===== config.mk =====
export PLATFORM = sky130hd
export DESIGN_NAME = knps_dist
export DESIGN_NICKNAME = d
export VERILOG_FILES = /design/src/sv/k_nearest_point_select_defines.svh /design/src/sv/knps_dist.sv
export SDC_FILE = /design/constraint.sdc
export NUM_CORES = 1
export LEC_CHECK = 0
export ABC_AREA = 1
export ABC_CLOCK_PERIOD_IN_PS = 11320
export CAP_MARGIN = 20
export CORE_ASPECT_RATIO = 1.1
export CORE_UTILIZATION = 65
export CTS_CLUSTER_DIAMETER = 80
export DETAILED_ROUTE_END_ITERATION = 10
export DONT_BUFFER_PORTS = 1
export PLACE_DENSITY = 0.81
export SYNTH_ARGS = -nofsm -noshare
export SYNTH_HDL_FRONTEND = slang
export SYNTH_SLANG_ARGS = --single-unit
export TNS_END_PERCENT = 1

===== constraint.sdc =====
create_clock -name clk -period 11.32 [get_ports clk]
set_clock_uncertainty 0.2 [all_clocks]
set_input_delay 1.132 -clock clk [delete_from_list [all_inputs] [get_ports clk]]
set_output_delay 1.132 -clock clk [all_outputs]
set_load 0.01 [all_outputs]

===== src/sv/k_nearest_point_select_defines.svh =====
// ----------------------------------------------------------------------------
// k_nearest_point_select_defines.svh
// Assertion macros for the k nearest point selector. They compile to nothing
// when SYNTHESIS is defined.
// ----------------------------------------------------------------------------
`ifndef K_NEAREST_POINT_SELECT_DEFINES_SVH
`define K_NEAREST_POINT_SELECT_DEFINES_SVH

`ifndef SYNTHESIS
// condition must hold on every edge outside reset
`define KNPS_ASSERT(label, cond) \
  label: assert property (@(posedge clk) disable iff (rst) (cond)) \
    else $error("knps: check failed");
// antecedent in one cycle implies the consequent in the next
`define KNPS_ASSERT_NEXT(label, ante, cons) \
  label: assert property (@(posedge clk) disable iff (rst) (ante) |=> (cons)) \
    else $error("knps: sequence check failed");
`else
`define KNPS_ASSERT(label, cond)
`define KNPS_ASSERT_NEXT(label, ante, cons)
`endif

`endif


===== src/sv/knps_dist.sv =====
// ----------------------------------------------------------------------------
// knps_dist
// Three-stage squared distance unit: absolute differences, squares, sum.
// One stored point enters per cycle; its tag and response travel alongside.
// ----------------------------------------------------------------------------
`timescale 1ns / 1ps

module knps_dist #(
  parameter int IW = 8
) (
  input  logic          clk,
  input  logic          rst,
  input  logic          pt_valid,
  input  logic [IW-1:0] pt_idx,
  input  logic [15:0]   pt_x,
  input  logic [15:0]   pt_y,
  input  logic [31:0]   pt_resp,
  input  logic [15:0]   q_x,
  input  logic [15:0]   q_y,
  output logic          cand_valid,
  output logic [IW-1:0] cand_idx,
  output logic [32:0]   cand_dist,
  output logic [31:0]   cand_resp,
  output logic          active
);

  logic          s1_v, s2_v;
  logic [IW-1:0] s1_idx, s2_idx;
  logic [31:0]   s1_resp, s2_resp;
  logic [15:0]   s1_dx, s1_dy;
  logic [31:0]   sq_x, sq_y;
  logic [15:0]   dx_next, dy_next;

  // absolute differences
  always_comb begin
    dx_next = (pt_x >= q_x) ? (pt_x - q_x) : (q_x - pt_x);
    dy_next = (pt_y >= q_y) ? (pt_y - q_y) : (q_y - pt_y);
  end

  // valid tags
  always_ff @(posedge clk) begin
    if (rst) begin
      s1_v       <= 1'b0;
      s2_v       <= 1'b0;
      cand_valid <= 1'b0;
    end else begin
      s1_v       <= pt_valid;
      s2_v       <= s1_v;
      cand_valid <= s2_v;
    end
  end

  // datapath
  always_ff @(posedge clk) begin
    s1_dx     <= dx_next;
    s1_dy     <= dy_next;
    s1_idx    <= pt_idx;
    s1_resp   <= pt_resp;
    sq_x      <= 32'(s1_dx) * 32'(s1_dx);
    sq_y      <= 32'(s1_dy) * 32'(s1_dy);
    s2_idx    <= s1_idx;
    s2_resp   <= s1_resp;
    cand_dist <= {1'b0, sq_x} + {1'b0, sq_y};
    cand_idx  <= s2_idx;
    cand_resp <= s2_resp;
  end

  assign active = s1_v | s2_v | cand_valid;

endmodule


==> results of run 1 <==
## flip-flops by register name, indices dropped and copies added (netlist names)
signal,count
cand_dist,33
cand_idx,8
cand_resp,32
cand_valid,1
s1_dx,16
s1_dy,16
s1_idx,8
s1_resp,32
s1_v,1
s2_idx,8
s2_resp,32
s2_v,1
sq_x,31
sq_y,31
## critical path: cells and delay by family, from the launching register on
kind	cells	cell delay, ps
buf+inv	6	310
compound gates	1	240
simple gates	7	930
flops	1	830
fa+ha+maj	7	3320
## layout make-up
cell class	count	share of cell area, %
Multi-Input combinational cell	2389	63.4
Sequential cell	250	17.5
Inverter	1045	13.7
Tap cell	560	2.45
Clock buffer	28	2.26
Clock inverter	17	0.712
Timing Repair Buffer	1	0.0262
## worst max-delay path by stage
stage,endpoint,from,slack [ps],cells past startpoint
floorplan,sq_x[27],s1_dx[11],5950,20
global placement,sq_y[31],s1_dy[2],5460,19
detailed placement,sq_y[31],s1_dy[2],5400,19
CTS,sq_y[31],s1_dy[6],5390,21
global route,sq_x[27],s1_dx[11],5040,18
finish,sq_y[31],s1_dy[6],5400,21
## synthesized netlist by cell type, drive strengths merged
master  count  area [um2]
and2        8        52.6
ha        293        3670
nor3        9        50.1
buf        17         143
a21oi     103         538
inv      1045        3920
nor2      164         658
o21ai      22         155
nand2    1159        4400
a31o        2        17.5
xnor2      24         210
fa        328        6570
dfxtp     250        5000
xor2       72         631
and3        1        6.26
o21bai     24         180
or2         4        25.0
nand3     148         811
nand3b      4        30.0
clkbuf     65         249
a31oi       1        6.26
nand4      23         144
## cells by family (layout without fill, tap and decap cells)
kind of cell    count (synthesis)  after routing  share of synthesized area (%)
compound gates                152            152                           3.27
xor+xnor                       96             96                           3.06
fa+ha+maj                     621            621                           37.3
buf+inv                      1127           1091                           15.7
flops                         250            250                           18.2
simple gates                 1520           1520                           22.5
## metal layers
metal / up-vias / global-route usage [%] / routed length, um
li1: 10800 / - / -
met5: - / 0 / 0
met1: 9829 / 34.6 / 24300
met4: 0 / 6.98 / 1230
met3: 89 / 3.17 / 3500
met2: 611 / 51.4 / 28500
## stage by stage
step	instances	util, %	hold slack (ps)	setup slack (ps)
floorplan	3766	-	110	5950
global route	4290	69.0	130	5040
detailed placement	4245	67.0	112	5400
finish	4290	69.0	125	5400
global placement	4245	67.0	110	5460
CTS	4290	69.0	126	5390
==> qor.yml, run 1 <==
status: "finished clean"
max_cap_viol_count: 0
drive_gt1_share_pct: 2.92
cts_resized: 0
gp_congestion: 0.943
final_cell_mix: "1149 x nand2_1, 1037 x inv_1, 328 x fa_1"
drt-total-wl_um: 57500
post_cts.repair.setup_buffers: 0
critPathArrivalTime_ps: 6170
fmax_ghz: 0.169
cts_buffers: 25
layout.nets: 4440
port_buffers: 0
syn-num-nets: 4494
clock_path_buffers: 3
num_vias: 21300
start_util_pct: 66.2
min_period_ps: 5920
grt_max_degree: 24
hp-class: "register to register"
grt_pass1_vias: 21600
rrSetupSlack_ps: 5400
crit_required_ps: 11570
grt_antenna_before_repair: 0
cts_tree: "built"
wl_per_cell_um: 13.4
fillers: 3491
cts.sinks: 250
r2r.worst_path.cells: 21
die-area_mm2: 0.0431
cp_max_fo: 16
hpwlAfterDp_um: 49500
multi_input_area_mm2: 0.0181
syn-mean-instance-area_um2: 7.29
synth_cells: 3766
grt-ovfl-total: 0
drt-pass1-iter-count: 5
r2r-start: "s1_dy[6]"
synth-seq-cells: 250
insertion_delay_ps: 560
antenna_left: 0
yosysUniqueCellTypes: 40
period_share_pct: 52.3
seqCellArea_mm2: 0.00500
setup_tns_ps: 0
synth_warnings: 0
cp_slowest_cell: "dfxtp_1"
hold_viol: 0
drt_iter0_markers: 1164
slew_headroom_pct: 46.7
clk_root_buffer_cell: "clkbuf_16"
num_antenna_cells: 0
postCtsHoldBufs: 0
die_h_um: 218
hold_end: "cand_idx[0]"
final_common_cell: "nand2_1"
drc: 0
setup_violations: 0
viasPerCell: 4.97
syn2layout_area_growth_pct: 4.25
slowest_delay_ps: 830
track_usage_pct: 28.0
rows: 78
critPathCaptureType: "register"
syn-cell-area_mm2: 0.0275
ys_seq_area_share_pct: 18.2
startpoint_type: "register"
tightest_slew_ps: 798
whs_path_depth: 0
io_pins: 182
timing.rr.end: "sq_y[31]"
drv_slew: 0
place_area_mm2: 0.0278
grt_pass1_wl_um: 98300
path_cells: "nand2_1 > fa_1 > inv_1 > fa_1 > inv_1 > fa_1 > inv_1 > fa_1 > fa_1 > inv_1 > fa_1 > inv_1 > ha_1 > nand2_1 > inv_1 > a21oi_1 > nand3_1 > nand3_1 > nand2_1 > nand2_1 > nand2_1"
cts_htree_levels: 1
critPathKind: "register to register"
dieWidth_um: 198
worstHoldStart: "s2_idx[0]"
final_area_mm2: 0.0286
clk_pin_slew_ps: 70
rsz0062_at_grt: "false"
coreArea_mm2: 0.0415
Power of run 1 is not shown: default switching activity piles up to over one toggle a cycle in this logic, so the estimate is an artifact.
==> inputs of run 2 (changes only) <==
--- a/config.mk
+++ b/config.mk
@@ -5,8 +5,8 @@
 export SDC_FILE = /design/constraint.sdc
 export NUM_CORES = 1
 export LEC_CHECK = 0
-export ABC_AREA = 1
-export ABC_CLOCK_PERIOD_IN_PS = 11320
+export ABC_AREA = 0
+export ABC_CLOCK_PERIOD_IN_PS = 5500
 export CAP_MARGIN = 20
 export CORE_ASPECT_RATIO = 1.1
 export CORE_UTILIZATION = 65
==> constraint.sdc (replaced) <==
create_clock -name clk -period 5.5 [get_ports clk]
set_clock_uncertainty 0.2 [all_clocks]
set_input_delay 0.55 -clock clk [delete_from_list [all_inputs] [get_ports clk]]
set_output_delay 0.55 -clock clk [all_outputs]
set_load 0.01 [all_outputs]
==> run 2 against run 1 <==
The flow now finishes with violations (negative setup slack); maximum frequency grew 1.5%; global-route usage grew 2.3 points; largest cell class unchanged; critical path type unchanged; wire length shrank 0.67%.
==> qor.yml, run 2 <==
status: "finished, violations left"
violations: "negative setup slack"
antenna_left: 0
drv_slew: 0
num_antenna_cells: 0
rows: 74
yosys.area_share.xor_xnor_pct: 4.52
synth.area.mux_share_pct: 0.549
synth.largest_area_cell: "fa_1"
critPathKind: "register to register"
start_util_pct: 65.9
synth_compound_area_share_pct: 11.0
drt-pass1-iter-count: 7
cts_tree: "built"
drive_gt1_share_pct: 15.4
final_area_mm2: 0.0287
synth_fa_ha_area_share_pct: 41.9
cts_buffers: 28
hp-class: "primary input to register"
seqCellArea_mm2: 0.00509
place_area_mm2: 0.0266
io_pins: 182
cts.sinks: 250
crit_required_ps: 5770
rsz0062_at_grt: "true"
hpwlAfterDp_um: 46600
final_cell_mix: "578 x inv_1, 323 x fa_1, 280 x ha_1"
yosysUniqueCellTypes: 70
syn-mean-instance-area_um2: 9.18
multi_input_area_mm2: 0.0172
num_vias: 18800
critPathCaptureType: "register"
fin_hold_ws_ps: 22.0
coreArea_mm2: 0.0370
grt_pass1_vias: 20100
synth_common_cells: "587 x inv_1, 328 x fa_1, 293 x ha_1, 250 x dfxtp_1, 216 x nand2_1"
period_share_pct: 106
grt-ovfl-total: 0
finalWorstSetupSlack_ps: -328
syn2layout_area_growth_pct: 17.7
ys_seq_area_share_pct: 20.5
utilization_pct: 77.6
slew_headroom_pct: 34.6
syn-cell-area_mm2: 0.0244
synthSimpleGateAreaFrac_pct: 10.8
synth_top_family_by_area: "adder cells"
largest-register: "cand_dist"
synthFlopType: "dfxtp_1"
yosysMostFrequentCell: "inv_1"
drt-total-wl_um: 57100
synth_area_leaders: "fa_1 27%, dfxtp_1 21%, ha_1 15%"
synth-seq-cells: 250
setup_violations: 21
max_cap_viol_count: 0
synth_edf_count: 0
fmax_ghz: 0.172
viasPerCell: 5.49
die-area_mm2: 0.0383
final_common_cell: "inv_1"
synthArstFlopShare_pct: 0
dieWidth_um: 187
cts_htree_levels: 1
drc: 0
port_buffers: 0
grt_max_degree: 27
layout.nets: 3641
grt_antenna_before_repair: 0
clk_root_buffer_cell: "clkbuf_16"
syn-num-nets: 3386
largest_reg_flops: 33
clk_pin_slew_ps: 70
track_usage_pct: 30.2
fillers: 2422
grt_pass1_wl_um: 93800
wl_per_cell_um: 16.7
insertion_delay_ps: 560
tightest_slew_ps: 980
critPathArrivalTime_ps: 6100
drt_iter0_markers: 1047
cp_max_fo: 4
die_h_um: 205
hold_viol: 0
synth.top_cell.area_share_pct: 26.9
startpoint_type: "register"
gp_congestion: 0.942
min_period_ps: 5830
synth_warnings: 0
clock_path_buffers: 3
synth_cells: 2658
[run 2: cell types whose count changed after synthesis, sizes merged, moves of 22 or more]
cell	delta
nor2	-61
inv	-458
o21ai	+50
a21o	+71
xnor2	+51
nand2	-943
nand3	-108
a21oi	+22
a211oi	+22
nor2b	+24
and2	+71
[run 2: worst max-delay path, cell delays in order, from the launching register on]
cell      delay (ps)
dfxtp_4          370
and2_4           170
fa_1             550
inv_2             40
fa_1             500
inv_1             50
fa_1             480
inv_1             50
fa_1             470
inv_1             50
fa_1             510
inv_2             40
fa_1             510
inv_2             50
ha_4             270
and4_4           210
nand4_1          150
a311oi_2         380
o22ai_2          170
o41ai_2          320
xor2_1           200
[run 2: cell families (layout without fill, tap and decap cells)]
group                      after synthesis  count (layout)
and+or+nand+nor                        557             557
xor gates and xnor gates               126             126
adders and majority gates              621             621
buffers and inverters                  676             951
muxes                                   13              13
AOI/OAI and AO/OA                      415             415
DFF                                    250             250
[run 2: routing by layer]
metal  global-route usage (%)  up-vias  wire length (um)
met2                     56.6      626             29600
li1                         -     8875                 -
met4                     11.0        0              2050
met1                     35.0     9158             22300
met5                        0        -                 0
met3                     4.49      158              3240
[run 2: what timing repair did]
| action | 4_1_cts | 5_1_grt |
|---|---|---|
| gates resized for setup | 85 | 48 |
| gates cloned | 0 | 0 |
| hold buffers | 43 | 0 |
| setup buffers | 16 | 0 |
| pin swaps | 39 | 32 |
| endpoints found under the setup margin | 36 | 40 |
| endpoints found under the hold margin | 44 | 0 |
[run 2: worst paths after layout]
check / cells past startpoint / endpoint / slack (ps) / start
worst max-delay path: 20 / sq_x[24] / -330 / s1_dx[2]
worst min-delay path: 2 / s1_dy[0] / 20 / q_y[0]
worst max register to register: 20 / sq_x[24] / -330 / s1_dx[2]
worst min register to register: 0 / s2_resp[27] / 120 / s1_resp[27]
[run 2: cell type report]
cell class | count | area share (%)
inverter | 587 | 7.68
clock buffer | 33 | 2.65
tap | 494 | 2.15
sequential | 250 | 17.7
multi-input combinational | 1732 | 60.0
clock inverter | 17 | 1.09
timing repair buffer | 314 | 8.67
[run 2: metrics by stage]
| step | worst slack (ps) | instances | TNS, ps |
|---|---|---|---|
| floorplan | -154 | 2658 | -983 |
| global placement | -397 | 3317 | -5490 |
| detailed placement | -652 | 3317 | -9390 |
| CTS | -236 | 3426 | -2950 |
| global route | -495 | 3427 | -8590 |
| finish | -328 | 3427 | -2860 |
Power of run 2 is left out for the same reason.
